===== src/sv/klam_pkg.sv =====
// Shared types, constants and codes for the knob low-pass angle mapper.
package klam_pkg;

    // Field widths fixed by the item formats.
    localparam int SAMPLE_BITS     = 12;
    localparam int ANGLE_FRAC_BITS = 8;
    localparam int DEG_BITS        = 9;
    localparam int ANGLE_BITS      = DEG_BITS + ANGLE_FRAC_BITS;
    localparam int SAMPLE_MAX      = (1 << SAMPLE_BITS) - 1;

    // Default number of filtered channels.
    localparam int CHANNELS_DEFAULT = 2;

    // Mapping constants: dead band at each end and minimum usable span.
    localparam int TRIM_COUNTS     = 40;
    localparam int MIN_SPAN_COUNTS = 100;
    localparam int CAL_SLACK       = 2 * TRIM_COUNTS + MIN_SPAN_COUNTS;

    // Configuration port.
    localparam int CFG_INDEX_BITS = 3;
    localparam int CFG_DATA_BITS  = SAMPLE_BITS;

    localparam logic [CFG_INDEX_BITS-1:0] REG_PAN_CAL_LOW   = 3'd0;
    localparam logic [CFG_INDEX_BITS-1:0] REG_PAN_CAL_HIGH  = 3'd1;
    localparam logic [CFG_INDEX_BITS-1:0] REG_TILT_CAL_LOW  = 3'd2;
    localparam logic [CFG_INDEX_BITS-1:0] REG_TILT_CAL_HIGH = 3'd3;
    localparam logic [CFG_INDEX_BITS-1:0] REG_ANGLE_FLOOR   = 3'd4;
    localparam logic [CFG_INDEX_BITS-1:0] REG_ANGLE_CEILING = 3'd5;

    localparam logic [SAMPLE_BITS-1:0] CAL_LOW_RESET  = SAMPLE_BITS'(0);
    localparam logic [SAMPLE_BITS-1:0] CAL_HIGH_RESET = SAMPLE_BITS'(SAMPLE_MAX);
    localparam logic [DEG_BITS-1:0]    FLOOR_RESET    = DEG_BITS'(0);
    localparam logic [DEG_BITS-1:0]    CEILING_RESET  = DEG_BITS'(180);

    // Job classes decided by the front end.
    localparam int MODE_BITS = 2;
    localparam logic [MODE_BITS-1:0] MODE_SCALE = 2'd0;
    localparam logic [MODE_BITS-1:0] MODE_FLOOR = 2'd1;
    localparam logic [MODE_BITS-1:0] MODE_CEIL  = 2'd2;

    // Divider sizing: product of offset and angle range, two quotient bits per cycle.
    localparam int PROD_BITS      = SAMPLE_BITS + ANGLE_BITS;
    localparam int DIV_BITS_CYCLE = 2;
    localparam int DVD_BITS       = ((PROD_BITS + DIV_BITS_CYCLE - 1) / DIV_BITS_CYCLE)
                                    * DIV_BITS_CYCLE;
    localparam int DIV_CYCLES     = DVD_BITS / DIV_BITS_CYCLE;
    localparam int DIV_CNT_BITS   = $clog2(DIV_CYCLES + 1);

    // Job queue between front and back.
    localparam int QUEUE_DEPTH = 2;

    typedef struct packed {
        logic                   channel;
        logic [SAMPLE_BITS-1:0] sample;
    } klam_in_t;

    typedef struct packed {
        logic                   channel_out;
        logic [SAMPLE_BITS-1:0] filtered;
        logic [ANGLE_BITS-1:0]  angle_q8;
    } klam_out_t;

    typedef struct packed {
        logic                   channel;
        logic [SAMPLE_BITS-1:0] filtered;
        logic [MODE_BITS-1:0]   mode;
        logic [SAMPLE_BITS-1:0] num;
        logic [SAMPLE_BITS-1:0] den;
        logic [ANGLE_BITS-1:0]  range;
        logic [ANGLE_BITS-1:0]  amin;
        logic [ANGLE_BITS-1:0]  amax;
    } klam_job_t;

    typedef struct packed {
        logic full;
        logic empty;
    } klam_qstat_t;

endpackage


===== src/sv/klam_front.sv =====
// Front end: configuration registers, per-channel low-pass filter and job classification.
module klam_front #(
    parameter int CHANNELS = klam_pkg::CHANNELS_DEFAULT
) (
    input  logic                                 clk,
    input  logic                                 rst_n,
    input  logic                                 cfg_valid,
    input  logic [klam_pkg::CFG_INDEX_BITS-1:0]  cfg_index,
    input  logic [klam_pkg::CFG_DATA_BITS-1:0]   cfg_data,
    input  logic                                 in_valid,
    output logic                                 in_ready,
    input  klam_pkg::klam_in_t                   in_data,
    input  klam_pkg::klam_qstat_t                qstat,
    output logic                                 push,
    output klam_pkg::klam_job_t                  push_job
);

    localparam int SB    = klam_pkg::SAMPLE_BITS;
    localparam int AB    = klam_pkg::ANGLE_BITS;
    localparam int CH_W  = (CHANNELS > 1) ? $clog2(CHANNELS) : 1;
    localparam int SUM_W = SB + 2;
    localparam int CW    = SB + 1;
    localparam int DW    = SB + 2;

    logic [SB-1:0]                    pan_lo_reg;
    logic [SB-1:0]                    pan_hi_reg;
    logic [SB-1:0]                    tilt_lo_reg;
    logic [SB-1:0]                    tilt_hi_reg;
    logic [klam_pkg::DEG_BITS-1:0]    floor_reg;
    logic [klam_pkg::DEG_BITS-1:0]    ceil_reg;
    logic [SB-1:0]                    filt_reg [CHANNELS];

    logic [CH_W-1:0]  ch_idx;
    logic [SB-1:0]    filt_old;
    logic [SUM_W-1:0] filt_sum;
    logic [SB-1:0]    filt_next;
    logic [SB-1:0]    cal_lo;
    logic [SB-1:0]    cal_hi;
    logic             cal_bad;
    logic [CW-1:0]    lo;
    logic [SB-1:0]    den;
    logic [DW-1:0]    offset;
    logic             offset_le_zero;
    logic [AB-1:0]    amin;
    logic [AB-1:0]    amax;

    assign in_ready = !qstat.full;
    assign push     = in_valid && in_ready;

    // Out-of-range channels fold onto the last one.
    assign ch_idx = (int'(in_data.channel) >= CHANNELS) ? CH_W'(CHANNELS - 1)
                                                         : CH_W'(in_data.channel);

    // Low-pass update: (sample + 3 * old + 2) / 4.
    assign filt_old  = filt_reg[ch_idx];
    assign filt_sum  = SUM_W'(in_data.sample) + SUM_W'(filt_old) + SUM_W'({filt_old, 1'b0})
                       + SUM_W'(2);
    assign filt_next = filt_sum[SUM_W-1:2];

    // Channel zero uses the pan calibration, all others the tilt calibration.
    assign cal_lo = (ch_idx == CH_W'(0)) ? pan_lo_reg : tilt_lo_reg;
    assign cal_hi = (ch_idx == CH_W'(0)) ? pan_hi_reg : tilt_hi_reg;

    // A span too narrow after trimming falls back to the full converter range.
    assign cal_bad = CW'(cal_hi) <= (CW'(cal_lo) + CW'(klam_pkg::CAL_SLACK));
    assign lo      = cal_bad ? CW'(0) : (CW'(cal_lo) + CW'(klam_pkg::TRIM_COUNTS));
    assign den     = cal_bad ? SB'(klam_pkg::SAMPLE_MAX)
                             : SB'(cal_hi - cal_lo - SB'(2 * klam_pkg::TRIM_COUNTS));

    assign offset         = DW'(filt_next) - DW'(lo);
    assign offset_le_zero = offset[DW-1] || (offset == DW'(0));

    assign amin = {floor_reg, klam_pkg::ANGLE_FRAC_BITS'(0)};
    assign amax = {ceil_reg, klam_pkg::ANGLE_FRAC_BITS'(0)};

    // Build the job; the clamp to the ceiling wins over everything else.
    always_comb
    begin
        push_job.channel  = ch_idx[0];
        push_job.filtered = filt_next;
        push_job.num      = offset[SB-1:0];
        push_job.den      = den;
        push_job.range    = amax - amin;
        push_job.amin     = amin;
        push_job.amax     = amax;
        priority if (ceil_reg < floor_reg)
        begin
            push_job.mode = klam_pkg::MODE_CEIL;
        end
        else if (offset_le_zero)
        begin
            push_job.mode = klam_pkg::MODE_FLOOR;
        end
        else
        begin
            push_job.mode = klam_pkg::MODE_SCALE;
        end
    end

    // Configuration registers; the write channel is always ready.
    always_ff @(posedge clk or negedge rst_n)
    begin
        if (!rst_n)
        begin
            pan_lo_reg  <= klam_pkg::CAL_LOW_RESET;
            pan_hi_reg  <= klam_pkg::CAL_HIGH_RESET;
            tilt_lo_reg <= klam_pkg::CAL_LOW_RESET;
            tilt_hi_reg <= klam_pkg::CAL_HIGH_RESET;
            floor_reg   <= klam_pkg::FLOOR_RESET;
            ceil_reg    <= klam_pkg::CEILING_RESET;
        end
        else if (cfg_valid)
        begin
            unique case (cfg_index)
                klam_pkg::REG_PAN_CAL_LOW:   pan_lo_reg  <= cfg_data[SB-1:0];
                klam_pkg::REG_PAN_CAL_HIGH:  pan_hi_reg  <= cfg_data[SB-1:0];
                klam_pkg::REG_TILT_CAL_LOW:  tilt_lo_reg <= cfg_data[SB-1:0];
                klam_pkg::REG_TILT_CAL_HIGH: tilt_hi_reg <= cfg_data[SB-1:0];
                klam_pkg::REG_ANGLE_FLOOR:   floor_reg   <= cfg_data[klam_pkg::DEG_BITS-1:0];
                klam_pkg::REG_ANGLE_CEILING: ceil_reg    <= cfg_data[klam_pkg::DEG_BITS-1:0];
                default:
                begin
                end
            endcase
        end
    end

    // Filter state, one value per channel, updated on every input transfer.
    always_ff @(posedge clk or negedge rst_n)
    begin
        if (!rst_n)
        begin
            for (int i = 0; i < CHANNELS; i++)
            begin
                filt_reg[i] <= SB'(0);
            end
        end
        else if (push)
        begin
            filt_reg[ch_idx] <= filt_next;
        end
    end

endmodule


===== src/sv/klam_queue.sv =====
// Short job queue that decouples the front end from the divider back end.
module klam_queue (
    input  logic                  clk,
    input  logic                  rst_n,
    input  logic                  push,
    input  klam_pkg::klam_job_t   push_job,
    input  logic                  pop,
    output klam_pkg::klam_job_t   head,
    output klam_pkg::klam_qstat_t qstat
);

    localparam int DEPTH = klam_pkg::QUEUE_DEPTH;
    localparam int PTR_W = (DEPTH > 1) ? $clog2(DEPTH) : 1;
    localparam int CNT_W = $clog2(DEPTH + 1);

    klam_pkg::klam_job_t slot_reg [DEPTH];
    logic [PTR_W-1:0]    wr_ptr_reg;
    logic [PTR_W-1:0]    wr_ptr_next;
    logic [PTR_W-1:0]    rd_ptr_reg;
    logic [PTR_W-1:0]    rd_ptr_next;
    logic [CNT_W-1:0]    count_reg;
    logic [CNT_W-1:0]    count_next;

    assign head        = slot_reg[rd_ptr_reg];
    assign qstat.full  = (count_reg == CNT_W'(DEPTH));
    assign qstat.empty = (count_reg == CNT_W'(0));

    // Pointer and fill count bookkeeping.
    always_comb
    begin
        wr_ptr_next = wr_ptr_reg;
        rd_ptr_next = rd_ptr_reg;
        count_next  = count_reg;
        if (push)
        begin
            wr_ptr_next = (wr_ptr_reg == PTR_W'(DEPTH - 1)) ? PTR_W'(0) : wr_ptr_reg + PTR_W'(1);
        end
        if (pop)
        begin
            rd_ptr_next = (rd_ptr_reg == PTR_W'(DEPTH - 1)) ? PTR_W'(0) : rd_ptr_reg + PTR_W'(1);
        end
        if (push && !pop)
        begin
            count_next = count_reg + CNT_W'(1);
        end
        else if (pop && !push)
        begin
            count_next = count_reg - CNT_W'(1);
        end
    end

    always_ff @(posedge clk or negedge rst_n)
    begin
        if (!rst_n)
        begin
            wr_ptr_reg <= PTR_W'(0);
            rd_ptr_reg <= PTR_W'(0);
            count_reg  <= CNT_W'(0);
        end
        else
        begin
            wr_ptr_reg <= wr_ptr_next;
            rd_ptr_reg <= rd_ptr_next;
            count_reg  <= count_next;
        end
    end

    // Job storage needs no reset.
    always_ff @(posedge clk)
    begin
        if (push)
        begin
            slot_reg[wr_ptr_reg] <= push_job;
        end
    end

endmodule


===== src/sv/klam_back.sv =====
// Back end: multiplies, divides two quotient bits per cycle, offsets, clamps and holds the result.
module klam_back (
    input  logic                  clk,
    input  logic                  rst_n,
    input  klam_pkg::klam_job_t   head,
    input  klam_pkg::klam_qstat_t qstat,
    output logic                  pop,
    output logic                  out_valid,
    input  logic                  out_ready,
    output klam_pkg::klam_out_t   out_data
);

    localparam int SB   = klam_pkg::SAMPLE_BITS;
    localparam int AB   = klam_pkg::ANGLE_BITS;
    localparam int DVB  = klam_pkg::DVD_BITS;
    localparam int PB   = klam_pkg::PROD_BITS;
    localparam int CNTB = klam_pkg::DIV_CNT_BITS;

    localparam logic [1:0] ST_IDLE = 2'd0;
    localparam logic [1:0] ST_DIV  = 2'd1;
    localparam logic [1:0] ST_DONE = 2'd2;

    logic [1:0]          state_reg;
    logic [1:0]          state_next;
    klam_pkg::klam_job_t job_reg;
    klam_pkg::klam_job_t job_next;
    logic [DVB-1:0]      dq_reg;
    logic [DVB-1:0]      dq_next;
    logic [SB-1:0]       rem_reg;
    logic [SB-1:0]       rem_next;
    logic [CNTB-1:0]     cnt_reg;
    logic [CNTB-1:0]     cnt_next;
    logic                out_valid_reg;
    logic                out_valid_next;
    klam_pkg::klam_out_t out_data_reg;
    klam_pkg::klam_out_t out_data_next;

    logic [DVB-1:0] step_dq;
    logic [SB-1:0]  step_rem;
    logic [DVB:0]   scaled_sum;
    logic [AB-1:0]  angle;
    logic           out_free;

    assign out_valid = out_valid_reg;
    assign out_data  = out_data_reg;
    assign out_free  = !out_valid_reg || out_ready;
    assign pop       = (state_reg == ST_IDLE) && !qstat.empty;

    // Restoring division, several quotient bits per cycle; dq holds dividend then quotient.
    always_comb
    begin
        logic [SB:0] trial;
        step_dq  = dq_reg;
        step_rem = rem_reg;
        for (int i = 0; i < klam_pkg::DIV_BITS_CYCLE; i++)
        begin
            trial   = {step_rem, step_dq[DVB-1]};
            step_dq = {step_dq[DVB-2:0], 1'b0};
            if (trial >= {1'b0, job_reg.den})
            begin
                step_rem   = SB'(trial - {1'b0, job_reg.den});
                step_dq[0] = 1'b1;
            end
            else
            begin
                step_rem = trial[SB-1:0];
            end
        end
    end

    // Add the floor to the quotient and clamp at the ceiling.
    assign scaled_sum = (DVB + 1)'(dq_reg) + (DVB + 1)'(job_reg.amin);

    always_comb
    begin
        unique case (job_reg.mode)
            klam_pkg::MODE_SCALE:
            begin
                angle = (scaled_sum > (DVB + 1)'(job_reg.amax)) ? job_reg.amax
                                                                : scaled_sum[AB-1:0];
            end
            klam_pkg::MODE_CEIL:  angle = job_reg.amax;
            klam_pkg::MODE_FLOOR: angle = job_reg.amin;
            default:              angle = job_reg.amin;
        endcase
    end

    // Sequencer: take a job, run the divider if it scales, then hand off the result.
    always_comb
    begin
        state_next     = state_reg;
        job_next       = job_reg;
        dq_next        = dq_reg;
        rem_next       = rem_reg;
        cnt_next       = cnt_reg;
        out_valid_next = out_valid_reg && !out_ready;
        out_data_next  = out_data_reg;
        unique case (state_reg)
            ST_IDLE:
            begin
                if (pop)
                begin
                    job_next   = head;
                    dq_next    = DVB'(PB'(head.num) * PB'(head.range));
                    rem_next   = SB'(0);
                    cnt_next   = CNTB'(klam_pkg::DIV_CYCLES);
                    state_next = (head.mode == klam_pkg::MODE_SCALE) ? ST_DIV : ST_DONE;
                end
            end
            ST_DIV:
            begin
                dq_next  = step_dq;
                rem_next = step_rem;
                cnt_next = cnt_reg - CNTB'(1);
                if (cnt_reg == CNTB'(1))
                begin
                    state_next = ST_DONE;
                end
            end
            ST_DONE:
            begin
                if (out_free)
                begin
                    out_valid_next            = 1'b1;
                    out_data_next.channel_out = job_reg.channel;
                    out_data_next.filtered    = job_reg.filtered;
                    out_data_next.angle_q8    = angle;
                    state_next                = ST_IDLE;
                end
            end
            default:
            begin
                state_next = ST_IDLE;
            end
        endcase
    end

    always_ff @(posedge clk or negedge rst_n)
    begin
        if (!rst_n)
        begin
            state_reg     <= ST_IDLE;
            cnt_reg       <= CNTB'(0);
            out_valid_reg <= 1'b0;
        end
        else
        begin
            state_reg     <= state_next;
            cnt_reg       <= cnt_next;
            out_valid_reg <= out_valid_next;
        end
    end

    // Datapath registers need no reset.
    always_ff @(posedge clk)
    begin
        job_reg      <= job_next;
        dq_reg       <= dq_next;
        rem_reg      <= rem_next;
        out_data_reg <= out_data_next;
    end

    // Only scaling jobs run through the divider.
    a_div_only_scale: assert property (@(posedge clk) disable iff (!rst_n)
        (state_reg == ST_DIV) |-> (job_reg.mode == klam_pkg::MODE_SCALE))
        else $error("divider running on a job that does not scale");

    // A finished division leaves a remainder below the divisor.
    a_rem_below_den: assert property (@(posedge clk) disable iff (!rst_n)
        ((state_reg == ST_DONE) && (job_reg.mode == klam_pkg::MODE_SCALE))
        |-> (rem_reg < job_reg.den))
        else $error("division remainder not below divisor");

    // A job taken from the queue always leaves the idle state.
    a_pop_starts_job: assert property (@(posedge clk) disable iff (!rst_n)
        pop |=> (state_reg != ST_IDLE))
        else $error("job popped but sequencer stayed idle");

endmodule


===== src/sv/knob_lowpass_angle_map_top.sv =====
// Top level of the knob low-pass filter and angle mapper.
//
//  Port group  Direction  Handshake              Carries
//  cfg_*       in         cfg_valid / cfg_ready  register index and write data
//  in_*        in         in_valid / in_ready    channel and raw sample
//  out_*       out        out_valid / out_ready  channel, filtered reading, Q9.8 angle
//
// An item that needs scaling passes in the back end from the idle state through
// the divider state, where the divider retires two quotient bits a cycle, to the
// done state; an item clamped to the floor or ceiling goes straight to done.
// The filter updates in the cycle of the input transfer, and a two-entry job
// queue lets the input side keep accepting while the divider or the output stalls.
// Reset is asynchronous and active low; it clears the filter state and loads
// the register defaults. Configuration writes are always accepted.
module knob_lowpass_angle_map_top #(
    parameter int CHANNELS = klam_pkg::CHANNELS_DEFAULT
) (
    input  logic                                clk,
    input  logic                                rst_n,
    input  logic                                cfg_valid,
    output logic                                cfg_ready,
    input  logic [klam_pkg::CFG_INDEX_BITS-1:0] cfg_index,
    input  logic [klam_pkg::CFG_DATA_BITS-1:0]  cfg_data,
    input  logic                                in_valid,
    output logic                                in_ready,
    input  klam_pkg::klam_in_t                  in_data,
    output logic                                out_valid,
    input  logic                                out_ready,
    output klam_pkg::klam_out_t                 out_data
);

    klam_pkg::klam_job_t   push_job;
    klam_pkg::klam_job_t   head;
    klam_pkg::klam_qstat_t qstat;
    logic                  push;
    logic                  pop;

    assign cfg_ready = 1'b1;

    klam_front #(
        .CHANNELS (CHANNELS)
    ) u_front (
        .clk       (clk),
        .rst_n     (rst_n),
        .cfg_valid (cfg_valid),
        .cfg_index (cfg_index),
        .cfg_data  (cfg_data),
        .in_valid  (in_valid),
        .in_ready  (in_ready),
        .in_data   (in_data),
        .qstat     (qstat),
        .push      (push),
        .push_job  (push_job)
    );

    klam_queue u_queue (
        .clk      (clk),
        .rst_n    (rst_n),
        .push     (push),
        .push_job (push_job),
        .pop      (pop),
        .head     (head),
        .qstat    (qstat)
    );

    klam_back u_back (
        .clk       (clk),
        .rst_n     (rst_n),
        .head      (head),
        .qstat     (qstat),
        .pop       (pop),
        .out_valid (out_valid),
        .out_ready (out_ready),
        .out_data  (out_data)
    );

endmodule


===== config.mk =====
export PLATFORM = sky130hd
export DESIGN_NAME = knob_lowpass_angle_map_top
export DESIGN_NICKNAME = d
export VERILOG_FILES = /design/src/sv/klam_pkg.sv /design/src/sv/klam_front.sv /design/src/sv/klam_queue.sv /design/src/sv/klam_back.sv /design/src/sv/knob_lowpass_angle_map_top.sv
export SDC_FILE = /design/constraint.sdc
export NUM_CORES = 1
export LEC_CHECK = 0
export ABC_AREA = 1
export BUFFER_PORTS_ARGS = -buffer_cell sky130_fd_sc_hd__buf_4
export CORE_ASPECT_RATIO = 1.4
export CORE_UTILIZATION = 57
export DETAILED_ROUTE_END_ITERATION = 8
export GPL_ROUTABILITY_DRIVEN = 0
export PLACE_DENSITY = 0.74
export SYNTH_ARGS = -nofsm -noshare
export SYNTH_HDL_FRONTEND = slang
export SYNTH_SLANG_ARGS = --single-unit

===== constraint.sdc =====
create_clock -name clk -period 10.9 [get_ports clk]
set_input_delay 2.18 -clock clk [delete_from_list [all_inputs] [get_ports clk]]
set_output_delay 2.18 -clock clk [all_outputs]
set_load 0.1 [all_outputs]

* Word level (Yosys, flattened, before mapping)
Memory sizes are Yosys's and may differ from the RTL's. Cells that the tools add are included.
Word-level totals: flip-flop bits (word level) 234, latch bits 0, memory bits (writable) 148, ROM bits 0, input port bits 33, output and inout bits 33, word-level logic and storage cells 134, memories kept 1
Cells by class: $add $sub $neg 17, multipliers 1, div/mod/pow operators 0, order comparisons 7, eq/ne operators 13, shift operators 0, multiplexer cells 37, bitwise logic cells 1, reduce and logical (&&, ||, !) cells 32
Memories:
- u_queue.slot_reg | depth 2, width 74, read ports 1, clocked after memory_dff 0, wr ports 1, line klam_queue.sv:16 | klam_pkg::klam_job_t slot_reg [DEPTH];
Operators by type and width (count):
- two-way mux 12 bit | 10
- case mux 30 bit (2 select lines) | 1
- subtractor 12 bit | 3
- case mux 17 bit (2 select lines) | 1
- adder 30 x 17 -> 31 bit | 1
- > comparator 31 x 17 -> 1 bit | 1
- two-way mux 30 bit | 1
- multiplier 12 x 17 -> 29 bit | 1
- greater-or-equal comparator 13 x 12 -> 1 bit | 2
- bitwise mux 24 bit | 1
- case mux 12 bit (2 select lines) | 1
- AND reduction 2 bit | 9
- two-way mux 17 bit | 1
- subtractor 17 bit | 1
- adder 14 x 13 -> 14 bit | 1
- adder 14 x 2 -> 14 bit, second input constant | 1
- logical NOT 14 bit | 1
- two-way mux 2 bit | 7
- subtractor 12 x 13 -> 14 bit | 1
- adder 12 x 12 -> 13 bit | 1
- adder 12 x 6 -> 13 bit, second input constant | 1
- adder 12 x 8 -> 13 bit, second input constant | 1
- <= comparator 12 x 13 -> 1 bit | 1
- two-way mux 13 bit | 1
- 29 further kinds | 58

* Logic depth before layout (Yosys ltp)
Gate-level depths: netlist (run 1).
depth after elaboration 12, mapped depth 35, mapped depth without buffers 34

* By module
A second synthesis (run 1) with hierarchy kept.
Second synthesis, totals: cells, all modules 3263, area total of the unflattened synthesis 29545.8 sq um
Modules (own cells, without submodules):
- klam_back | times used 1, cells each 1936, area an instance 15377.2 sq um, seq. area each 4169.0 sq um
- klam_front | times used 1, cells each 1020, area an instance 7397.1 sq um, seq. area each 2287.2 sq um
- klam_queue | times used 1, cells each 305, area an instance 6760.2 sq um, seq. area each 5505.3 sq um
- knob_lowpass_angle_map_top | times used 1, cells each 2, area an instance 11.3 sq um, seq. area each 0.0 sq um

* Worst setup path after synthesis (run 1)
No wires, ideal clock.
kind input to register, from in in_data[12] (netlist name), to mem u_queue.slot_reg[0][59] (netlist name) (data pin), library setup time 157 ps, arrival 6846 ps, data required time 10743 ps, slack 3896 ps, stages 33, buffers on the path 3, cells stage by stage buf_2 > buf_2 > clkbuf_1 > o21ai_0 > ha_1 > nand2_1 > nand2_1 > a31oi_1 > nor2_1 > o21ai_0 > nand2_1 > xnor2_1 > inv_1 > ha_1 > ha_1 > a21oi_1 > o21ai_0 > a21oi_1 > o21ai_0 > nand2_1 > nand2_1 > a21oi_1 > nand2_1 > and2_1 > ha_1 > inv_1 > nor3_1 > inv_1 > o2111ai_1 > nand2_1 > inv_1 > nand3_1 > a21oi_1
RTL lines:
- start: declaration | line knob_lowpass_angle_map_top.sv:26 | input klam_pkg::klam_in_t in_data,
- end: declaration | line klam_queue.sv:16

* Worst setup path in the final report (run 1)
from reg u_queue.rd_ptr_reg, to reg u_back.dq_reg[23] (data pin)
On the way: word-level cells in the longest chain between the ends 4
Ends and longest elaborated chain:
- start: declaration | line klam_queue.sv:19 | logic [PTR_W-1:0] rd_ptr_reg;
- start signal: assignment | line klam_queue.sv:63 | rd_ptr_reg <= rd_ptr_next;
- memory (2 x 74 bit)
- multiplier 12 x 17 -> 29 bit | line klam_back.sv:104 | dq_next = DVB'(PB'(head.num) * PB'(head.range));
- two-way mux 30 bit | line klam_back.sv:101 | if (pop)
- case mux 30 bit (2 select lines) | line klam_back.sv:98 | unique case (state_reg)
- net u_back.dq_next[23] | line klam_back.sv:28 | logic [DVB-1:0] dq_next;
- end signal: assignment | line klam_back.sv:158 | dq_reg <= dq_next;
- end: declaration | line klam_back.sv:27 | logic [DVB-1:0] dq_reg;
The timed path passes the listed nets, and every way through them passes these cells. The select of a mux whose other input is x is not followed. A chain may end at the register's enable or synchronous reset.

==> results of run 1 <==
[critical path, cell delays in order (launching register included)]
cell	delay, ps
sky130_fd_sc_hd__dfrtp_2	340
sky130_fd_sc_hd__buf_4	550
sky130_fd_sc_hd__inv_1	530
sky130_fd_sc_hd__buf_4	410
sky130_fd_sc_hd__or2_2	330
sky130_fd_sc_hd__o21ai_0	320
sky130_fd_sc_hd__inv_1	380
sky130_fd_sc_hd__nand2_1	170
sky130_fd_sc_hd__fa_1	450
sky130_fd_sc_hd__fa_1	490
sky130_fd_sc_hd__fa_1	490
sky130_fd_sc_hd__inv_1	50
sky130_fd_sc_hd__fa_1	500
sky130_fd_sc_hd__fa_1	490
sky130_fd_sc_hd__ha_1	380
sky130_fd_sc_hd__nand2_1	100
sky130_fd_sc_hd__inv_1	90
sky130_fd_sc_hd__nand3_1	60
sky130_fd_sc_hd__o21ai_0	440
sky130_fd_sc_hd__a21boi_0	230
sky130_fd_sc_hd__o21ai_0	250
sky130_fd_sc_hd__xnor2_1	170
sky130_fd_sc_hd__o21ai_0	90
[through the flow]
stage / utilization, % / instances / setup WS, ps / hold slack (ps) / cell area [µm²]
after global routing: 63.6 / 3179 / 2710 / 425 / 25200
after floorplan: - / 2565 / 3900 / 400 / 23000
after global placement: 60.7 / 3117 / 3140 / 401 / 24000
after detailed placement: 60.7 / 3117 / 2890 / 405 / 24000
after CTS: 63.6 / 3179 / 3330 / 417 / 25200
final: 63.6 / 3179 / 3280 / 421 / 25200
[Yosys cell counts, drive strengths merged, types with 4 or more instances]
cell type  count  share of area, %
inv          388               6.3
o2111ai        7              0.27
buf           12              0.32
fa            79               6.9
dfrtp         73               8.0
o21bai        11              0.36
clkbuf        40              0.65
a31oi          7              0.19
nand3        109               2.5
a21boi         7              0.25
xnor2         33               1.3
or2           45               1.2
xor2          65               2.5
a211oi         4              0.13
nand2        694                12
dfstp         28               3.2
o21ai        208               4.6
ha           191                10
nor2         153               2.7
edfxtp       249                33
nor3          23              0.68
a21oi         85               1.9
nand4         23              0.63
a21o           4              0.13
[path summary, 6_finish.rpt]
| check | to | slack, ps | depth (start not counted) |
|---|---|---|---|
| max in group asynchronous | u_front.floor_reg[1] | 8110 | 2 |
| worst max-delay path | u_back.dq_reg[23] | 3280 | 22 |
| worst min-delay path | u_back.out_data[23] | 420 | 0 |
| worst min register to register | u_back.out_data[23] | 420 | 0 |
| min in group asynchronous | u_front.filt_reg[12] | 1600 | 1 |
| worst max register to register | u_back.dq_reg[23] | 3280 | 22 |
[final cells by class]
cell class	count	area (µm²)	area share, %
sequential	350	10000	39.9
multi-input combinational	1772	11300	44.8
tap	528	661	2.62
clock inverter	19	236	0.939
timing repair buffer	76	571	2.27
inverter	391	1470	5.83
clock buffer	43	916	3.64
[routing by layer]
metal | share of wire [%] | track usage, % | vias up
met1 | 39 | 30.8 | 8380
met5 | 0 | 0 | -
li1 | - | - | 8464
met2 | 52 | 47.1 | 499
met4 | 4.0 | 11.3 | 0
met3 | 4.4 | 2.96 | 136
[cells by family (layout without fill, tap and decap cells)]
kind of cell,count (synthesis),in the layout,share of synthesized area [%]
muxes,3,3,0.131
buffers and inverters,443,529,7.36
and+or+nand+nor,1055,1055,19.6
xor gates and xnor gates,98,98,3.74
adders and majority gates,270,270,17.3
DFF,350,350,43.7
AOI/OAI and AO/OA,345,345,8.15
other,1,1,0.0163
[placed cells by master (no fill, tap or decap), drive strengths merged, types with 4 or more instances in the layout]
cell	synthesis	routed
xor2	65	65
clkinv	3	12
o2111ai	7	7
edfxtp	249	249
clkbuf	40	43
o21bai	11	11
dfrtp	73	73
inv	388	392
nor3	23	23
nand3	109	109
a21boi	7	7
fa	79	79
xnor2	33	33
a211oi	4	4
bufinv	0	4
nand2	694	694
a21o	4	4
or2	45	45
a31oi	7	7
o21ai	208	208
nand4	23	23
a21oi	85	85
buf	12	76
dfstp	28	28
nor2	153	153
ha	191	191
==> run summary, run 1 <==
STA
* false — unrepaired setup endpoints after global routing
* 0 — total setup violations reported at the end of the flow
* 16.4 ps — Setup Skew
* 7620 ps — minimum period implied by the final worst setup slack
* 0 ps — setup tns final
* 949 ps — slew at the pin closest to its max-slew limit
* 0 — count of final max-slew check failures
* 36.5% — slew margin rel.
* 131 MHz — timing-limited maximum frequency
* 0 — number of hold violations in the final report
* 69.9% — Tcrit/Tclk final

Drt
* 17500 — vias
* 0 — remaining antenna violation count
* 5.50 — number of vias per cell
* 6 — number of iterations in the first detailed-routing pass
* 0 — DRC violation count after routing
* 16.1 µm — wire length per cell
* 1358 — number of violations reported at the end of detailed-routing iteration 0
* 51.2 mm — final routed wirelength across all metal layers

Critical path
* 68 — Critical Path Fanout Max
* 11170 ps — Crit path required time
* flop — startpoint kind of the worst setup timing path
* 7890 ps — arrival time reported for the critical path endpoint
* flop — nature of the critical path endpoint
* u_queue.rd_ptr_reg — startpoint of the lowest-slack register-to-register path
* u_queue.rd_ptr_reg — Setup crit start
* reg -> reg — Worst Setup Path Type

Clock tree
* 3 — Max Buffers Root-to-Sink
* sky130_fd_sc_hd__clkbuf_16 — root cell of the clock tree
* 0 — PostCTS Resize Cnt
* 540 ps — Worst-Skew Late Latency
* yes — TritonCTS clock tree
* 0 — post-CTS setup-driven buffer insertion count
* 2 — deepest level of the CTS H-tree
* 70 ps — Clk pin slew, worst setup/hold paths
* 350 — sink count of the clock tree
* 34 — number of buffers created by CTS
* 0 — hold buffers post-CTS

Global route
* 26.0% — global-route usage over all layers
* 0 — initial antenna violation count
* 84.5 mm — first-pass GRT wire length
* 69 — largest net degree at the start of global routing
* 0 — leftover overflow at the end of global routing
* 17500 — number of global-route vias before repair

Floorplan
* 58.0% — Starting Density
* 39600 µm² — Placeable Area
* 66 — number of top-level design ports
* 86 — row count
* 41100 µm² — area enclosed by the die boundary
* 172 µm — die outline width
* 240 µm — Die Y-Extent

Layout
* 9.47% — layout cell share with drive strength beyond 1
* 3307 — number of inserted filler cells in the final layout
* 2928 — total number of nets in the final design
* 9.57% — Synth-to-Final Area Change
* 132 — Largest register FFs
* 0 — number of antenna cells inserted

Worst hold path
* reg -> reg — Worst Hold Class
* u_back.job_reg[83] — critical hold path startpoint

Job
* 0 — max-cap violation count

Yosys
* 23000 µm² — cell area after synthesis
* 43.7% — part of the Yosys area used for sequential elements
* 55 — post-synthesis cell type count
* 350 — synthesized flop and latch total
* sky130_fd_sc_hd__edfxtp_1 — top flip-flop cell by instance count after synthesis
* 0 — yosys synthesis warning count
* 28.9% — post-synthesis async set-or-reset flop share
* 2565 — cells after synthesis
* 2868 — post-synth net total
* 8.96 µm² — per-instance average area after synthesis
* 249 — Post-synth EDFFs

Placement
* 64 — count of input and output buffers
* 39.2 mm — detailed placer's ending HPWL

Run status
* finished clean — run status

Power of run 1 is not shown: default switching activity piles up to over one toggle a cycle in this logic, so the estimate is an artifact.
==> run 2: changes to the inputs <==
==> constraint.sdc (replaced) <==
create_clock -name clk -period 8 [get_ports clk]
set_input_delay 1.6 -clock clk [delete_from_list [all_inputs] [get_ports clk]]
set_output_delay 1.6 -clock clk [all_outputs]
set_load 0.1 [all_outputs]
==> run 2 against run 1 <==
Design area up 0.24%. First-iteration DRC count down 23%. Via count down 0.61%. Critical path depth down 2. Die area unchanged. Critical path type unchanged. Count of clock-buffer cells in the layout up 5. Register-to-register slack worse by 2200 ps. Sequential share of layout area down 0.095 points. Hold slack worse by 4.3 ps. Fmax up 11%.
==> run summary, run 2 (synthesis gave the netlist of run 1 again) <==
Run status
* finished clean — run status

Layout
* 680 x sky130_fd_sc_hd__nand2_1, 384 x sky130_fd_sc_hd__inv_1, 249 x sky130_fd_sc_hd__edfxtp_1 — top library cells by usage in the layout, fill and taps aside
* 9.48% — layout cell share with drive strength beyond 1
* 0 — number of antenna cells inserted
* 2934 — total number of nets in the final design
* 63.7% — core occupancy in the finished layout
* 3281 — number of inserted filler cells in the final layout
* 9.84% — Synth-to-Final Area Change
* 132 — Largest register FFs
* sky130_fd_sc_hd__nand2_1 — most common library cell in the layout ignoring fill and taps

Floorplan
* 86 — row count
* 66 — number of top-level design ports
* 58.0% — Starting Density
* 172 µm — die outline width
* 240 µm — Die Y-Extent
* 41100 µm² — area enclosed by the die boundary
* 39600 µm² — Placeable Area

STA
* false — unrepaired setup endpoints after global routing
* 0 ps — setup tns final
* 417 ps — Worst Hold Slack
* 86.0% — Tcrit/Tclk final
* 35.6% — slew margin rel.
* 0 — total setup violations reported at the end of the flow
* 21.1 ps — Setup Skew
* 963 ps — slew at the pin closest to its max-slew limit
* 145 MHz — timing-limited maximum frequency
* 0 — number of hold violations in the final report
* 6880 ps — minimum period implied by the final worst setup slack
* 0 — count of final max-slew check failures

Clock tree
* 35 — number of buffers created by CTS
* 3 — Max Buffers Root-to-Sink
* 0 — PostCTS Resize Cnt
* sky130_fd_sc_hd__clkbuf_16 — root cell of the clock tree
* 350 — sink count of the clock tree
* 540 ps — Worst-Skew Late Latency
* yes — TritonCTS clock tree
* 60 ps — Clk pin slew, worst setup/hold paths
* 2 — deepest level of the CTS H-tree
* 0 — post-CTS setup-driven buffer insertion count
* 0 — hold buffers post-CTS

Critical path
* sky130_fd_sc_hd__fa_1 — most common cell type on the critical path
* u_back.dq_reg[23] — endpoint of the worst-slack reg-to-reg timing path
* u_back.dq_reg[23] — endpoint of the most critical setup path
* 8260 ps — Crit path required time
* reg -> reg — Worst Setup Path Type
* sky130_fd_sc_hd__inv_1 — slowest cell on the critical path
* 1120 ps — setup slack of the worst register-to-register path
* 41 — Critical Path Fanout Max
* 7140 ps — arrival time reported for the critical path endpoint
* 620 ps — Largest stage delay, worst path
* flop — nature of the critical path endpoint
* inv_1, buf_12, or2_2, o21ai_0, inv_1, nand2_1, fa_1, fa_1, fa_1, inv_1, fa_1, fa_1, ha_1, a21oi_1, a21boi_0, o21ai_0, a21boi_0, o21ai_0, xnor2_1, o21ai_0 — critical-path cell list
* u_queue.rd_ptr_reg — Setup crit start
* u_queue.rd_ptr_reg — startpoint of the lowest-slack register-to-register path
* 20 — number of cell instances on the worst register-to-register path
* flop — startpoint kind of the worst setup timing path

Drt
* 17400 — vias
* 0 — remaining antenna violation count
* 51.2 mm — final routed wirelength across all metal layers
* 5 — number of iterations in the first detailed-routing pass
* 5.45 — number of vias per cell
* 0 — DRC violation count after routing
* 1044 — number of violations reported at the end of detailed-routing iteration 0
* 16.1 µm — wire length per cell

Placement
* 39.2 mm — detailed placer's ending HPWL
* 64 — count of input and output buffers

Global route
* 17500 — number of global-route vias before repair
* 0 — leftover overflow at the end of global routing
* 0 — initial antenna violation count
* 68 — largest net degree at the start of global routing
* 26.1% — global-route usage over all layers
* 85.0 mm — first-pass GRT wire length

Job
* 0 — max-cap violation count

Worst hold path
* reg -> reg — Worst Hold Class

==> run 2: how the worst min path moves through the flow <==
stage | end | startpoint | slack [ps] | cells past startpoint
3_3_place_gp | u_back.out_data[21] | u_back.job_reg[81] | 400 | 0
3_5_place_dp | u_back.out_data[25] | u_back.job_reg[85] | 410 | 0
2_1_floorplan | u_back.out_data[17] | u_back.job_reg[77] | 400 | 0
5_1_grt | u_back.out_data[21] | u_back.job_reg[81] | 420 | 0
6_report | u_back.out_data[25] | u_back.job_reg[85] | 420 | 0
4_1_cts | u_back.out_data[25] | u_back.job_reg[85] | 410 | 0
==> run 2: layout make-up <==
cell class,count,area [µm²],area share (%)
clock buffers,48,985,3.90
repair buffers,81,621,2.46
well taps,528,661,2.62
multi-input cells,1772,11300,44.7
inverters,391,1470,5.82
flip-flops and latches,350,10000,39.8
clock inverters,16,178,0.704
==> run 2: critical path, delay by kind of cell, from the launching register on <==
family                     cells  cell delay, ps
DFF                            1             400
AOI/OAI and AO/OA              7            1560
and+or+nand+nor                2             270
buffers and inverters          4            1320
adders and majority gates      6            2870
xor gates and xnor gates       1             170
==> run 2: metal layers <==
metal | vias to the layer above | routed length [µm] | global-route usage [%]
met3 | 156 | 2160 | 3.26
met1 | 8259 | 20300 | 30.8
met4 | 0 | 2450 | 12.2
met2 | 479 | 26200 | 46.9
li1 | 8479 | - | -
met5 | - | 0 | 0
==> run 2: per-stage QoR <==
step	instances	instance area (µm²)	setup WS (ps)
finish	3186	25200	1120
detailed placement	3122	24100	856
CTS	3186	25200	1070
global placement	3122	24100	1070
global route	3186	25200	678
floorplan	2565	23000	1580
Power of run 2 is left out for the same reason.
==> run 3: changes to the inputs <==
--- a/config.mk
+++ b/config.mk
@@ -5,7 +5,6 @@
 export SDC_FILE = /design/constraint.sdc
 export NUM_CORES = 1
 export LEC_CHECK = 0
-export ABC_AREA = 1
 export BUFFER_PORTS_ARGS = -buffer_cell sky130_fd_sc_hd__buf_4
 export CORE_ASPECT_RATIO = 1.4
 export CORE_UTILIZATION = 57
==> run 3 against run 2 <==
Area after synthesis decreased by 1.8%. Critical path depth increased by 4. Routed wire length decreased by 5.6%. Critical path type is now in -> reg. Core utilization increased by 0.29 points. Count of clock-buffer cells in the layout decreased by 3. Hold slack got worse by 1.1 ps. Via count decreased by 12%. First-iteration DRC count decreased by 6.2%. Register-to-register slack improved by 580 ps.
==> run summary, run 3 <==
Layout
* 2374 — total number of nets in the final design
* 0 — number of antenna cells inserted
* 3030 — number of inserted filler cells in the final layout
* 9.87% — Synth-to-Final Area Change
* 249 x sky130_fd_sc_hd__edfxtp_1, 211 x sky130_fd_sc_hd__nand2_1, 194 x sky130_fd_sc_hd__inv_1 — top library cells by usage in the layout, fill and taps aside
* 17.2% — layout cell share with drive strength beyond 1
* sky130_fd_sc_hd__edfxtp_1 — most common library cell in the layout ignoring fill and taps
* 24800 µm² — final design area excluding fillers
* 2618 — number of standard cells in the final layout excluding fillers
* 132 — Largest register FFs

Yosys
* 33.2% — fraction of synthesized cell area taken by the top area cell type
* 22600 µm² — cell area after synthesis
* sky130_fd_sc_hd__edfxtp_1 — top flip-flop cell by instance count after synthesis
* 11.3 µm² — per-instance average area after synthesis
* 82 — post-synthesis cell type count
* 28.9% — post-synthesis async set-or-reset flop share
* 350 — synthesized flop and latch total
* 249 x sky130_fd_sc_hd__edfxtp_1, 211 x sky130_fd_sc_hd__nand2_1, 195 x sky130_fd_sc_hd__inv_1 — top post-synthesis cells by count
* 2302 — post-synth net total
* sky130_fd_sc_hd__edfxtp_1 — leading area contributor after synthesis
* 0 — yosys synthesis warning count
* 44.5% — part of the Yosys area used for sequential elements
* sky130_fd_sc_hd__edfxtp_1 — most frequent cell after synthesis
* 249 — Post-synth EDFFs
* 1999 — cells after synthesis
* sky130_fd_sc_hd__edfxtp_1 33%, sky130_fd_sc_hd__ha_1 11%, sky130_fd_sc_hd__dfrtp_1 8.1% — Synth area leaders

Drt
* 18.5 µm — wire length per cell
* 0 — remaining antenna violation count
* 9 — number of iterations in the first detailed-routing pass
* 48.3 mm — final routed wirelength across all metal layers
* 0 — DRC violation count after routing
* 15200 — vias
* 979 — number of violations reported at the end of detailed-routing iteration 0
* 5.82 — number of vias per cell

STA
* 7280 ps — minimum period implied by the final worst setup slack
* 0 ps — setup tns final
* 21.9 ps — Setup Skew
* 0 — count of final max-slew check failures
* 0 — number of hold violations in the final report
* 1100 ps — slew at the pin closest to its max-slew limit
* false — unrepaired setup endpoints after global routing
* 91.0% — Tcrit/Tclk final
* 26.5% — slew margin rel.
* 0 — total setup violations reported at the end of the flow
* 137 MHz — timing-limited maximum frequency
* 722 ps — setup slack of the critical path after layout

Global route
* 0 — leftover overflow at the end of global routing
* 73 — largest net degree at the start of global routing
* 24.7% — global-route usage over all layers
* 15500 — number of global-route vias before repair
* 78.1 mm — first-pass GRT wire length
* 0 — initial antenna violation count

Run status
* finished clean — run status

Critical path
* 7670 ps — arrival time reported for the critical path endpoint
* in -> reg — Worst Setup Path Type
* 16 — Critical Path Fanout Max
* flop — nature of the critical path endpoint
* input pin — startpoint kind of the worst setup timing path
* 8390 ps — Crit path required time

Placement
* 64 — count of input and output buffers
* 2557 — placed cell count
* 36.2 mm — detailed placer's ending HPWL
* 23700 µm² — Post-Place Cell Area
* 276 ps — pre-CTS setup slack

Floorplan
* 38700 µm² — Placeable Area
* 58.3% — Starting Density
* 237 µm — Die Y-Extent
* 170 µm — die outline width
* 66 — number of top-level design ports
* 85 — row count
* 40400 µm² — area enclosed by the die boundary

Clock tree
* 0 — hold buffers post-CTS
* 0 — post-CTS setup-driven buffer insertion count
* 70 ps — Clk pin slew, worst setup/hold paths
* 350 — sink count of the clock tree
* 3 — Max Buffers Root-to-Sink
* yes — TritonCTS clock tree
* 540 ps — Worst-Skew Late Latency
* 0 — PostCTS Resize Cnt
* 2 — deepest level of the CTS H-tree
* 34 — number of buffers created by CTS
* sky130_fd_sc_hd__clkbuf_16 — root cell of the clock tree

Worst hold path
* reg -> reg — Worst Hold Class

Job
* 0 — max-cap violation count

[run 3: cell types whose count changed after synthesis, moves of 30 or more]
cell | previous run | this run
sky130_fd_sc_hd__or2_2 | 41 | 6
sky130_fd_sc_hd__nor2_1 | 144 | 112
sky130_fd_sc_hd__nand2_1 | 680 | 211
sky130_fd_sc_hd__mux2_2 | 0 | 162
sky130_fd_sc_hd__o21ai_0 | 191 | 78
sky130_fd_sc_hd__and2_1 | 1 | 31
sky130_fd_sc_hd__inv_1 | 384 | 195
sky130_fd_sc_hd__nand3_1 | 103 | 36
sky130_fd_sc_hd__mux2i_1 | 3 | 37
sky130_fd_sc_hd__xor2_1 | 65 | 27
[run 3: metal layers]
layer	GRT usage, %	vias up	share of wire [%]
li1	-	7230	-
met2	45.1	393	52
met1	28.7	7483	40
met4	11.4	0	4.4
met5	0	-	0
met3	2.80	126	3.7
[run 3: cell families after synthesis]
group | share of synthesized area (%)
other | 0.0166
XOR/XNOR | 3.46
buffers and inverters | 4.19
AO/OA/AOI/OAI | 9.06
flip-flops | 44.5
AND/OR/NAND/NOR | 11.4
adder cells (fa/ha/maj) | 17.6
multiplexers | 9.73
[run 3: final cells by class]
cell class              count  area, µm²  area share [%]
clock inverters            16        171           0.692
well taps                 522        653            2.64
multi-input cells        1407      11600            46.8
clock buffers              45        955            3.85
repair buffers             83        623            2.51
flip-flops and latches    350      10000            40.5
inverters                 195        732            2.95
[run 3: final timing paths]
check                      cells past startpoint          startpoint                      end  slack [ps]
max                                           24         in_data[12]  u_queue.slot_reg[1][59]         720
min                                            0  u_back.job_reg[89]      u_back.out_data[29]         420
max reg2reg                                   14  u_queue.rd_ptr_reg        u_back.dq_reg[26]        1700
min reg2reg                                    0  u_back.job_reg[89]      u_back.out_data[29]         420
max in group asynchronous                      2               rst_n       u_queue.rd_ptr_reg        5650
min in group asynchronous                      1               rst_n  u_front.tilt_lo_reg[11]         990
[run 3: per-stage QoR]
| stage | utilization (%) | hold slack [ps] |
|---|---|---|
| floorplan | - | 400 |
| global placement | 61.1 | 403 |
| detailed placement | 61.1 | 406 |
| CTS | 64.0 | 415 |
| global route | 64.0 | 423 |
| finish | 64.0 | 416 |
[run 3: worst max-delay path, cell delays in order]
cell and delay, ps:
sky130_fd_sc_hd__buf_4 250, sky130_fd_sc_hd__buf_4 240, sky130_fd_sc_hd__mux2i_1 460, sky130_fd_sc_hd__ha_1 250, sky130_fd_sc_hd__a21oi_1 90, sky130_fd_sc_hd__o21ai_0 280, sky130_fd_sc_hd__nand2_1 110, sky130_fd_sc_hd__xnor2_1 140
sky130_fd_sc_hd__ha_1 310, sky130_fd_sc_hd__nand2_1 120, sky130_fd_sc_hd__nor4_1 70, sky130_fd_sc_hd__a31o_2 210, sky130_fd_sc_hd__a21oi_1 330, sky130_fd_sc_hd__and2_1 200, sky130_fd_sc_hd__ha_1 160, sky130_fd_sc_hd__inv_1 60
sky130_fd_sc_hd__fa_1 400, sky130_fd_sc_hd__a21o_1 200, sky130_fd_sc_hd__a2111oi_1 720, sky130_fd_sc_hd__a21oi_1 220, sky130_fd_sc_hd__xor2_1 220, sky130_fd_sc_hd__or4_1 510, sky130_fd_sc_hd__nor4_1 290, sky130_fd_sc_hd__o22a_1 210
Power of run 3 is left out for the same reason.
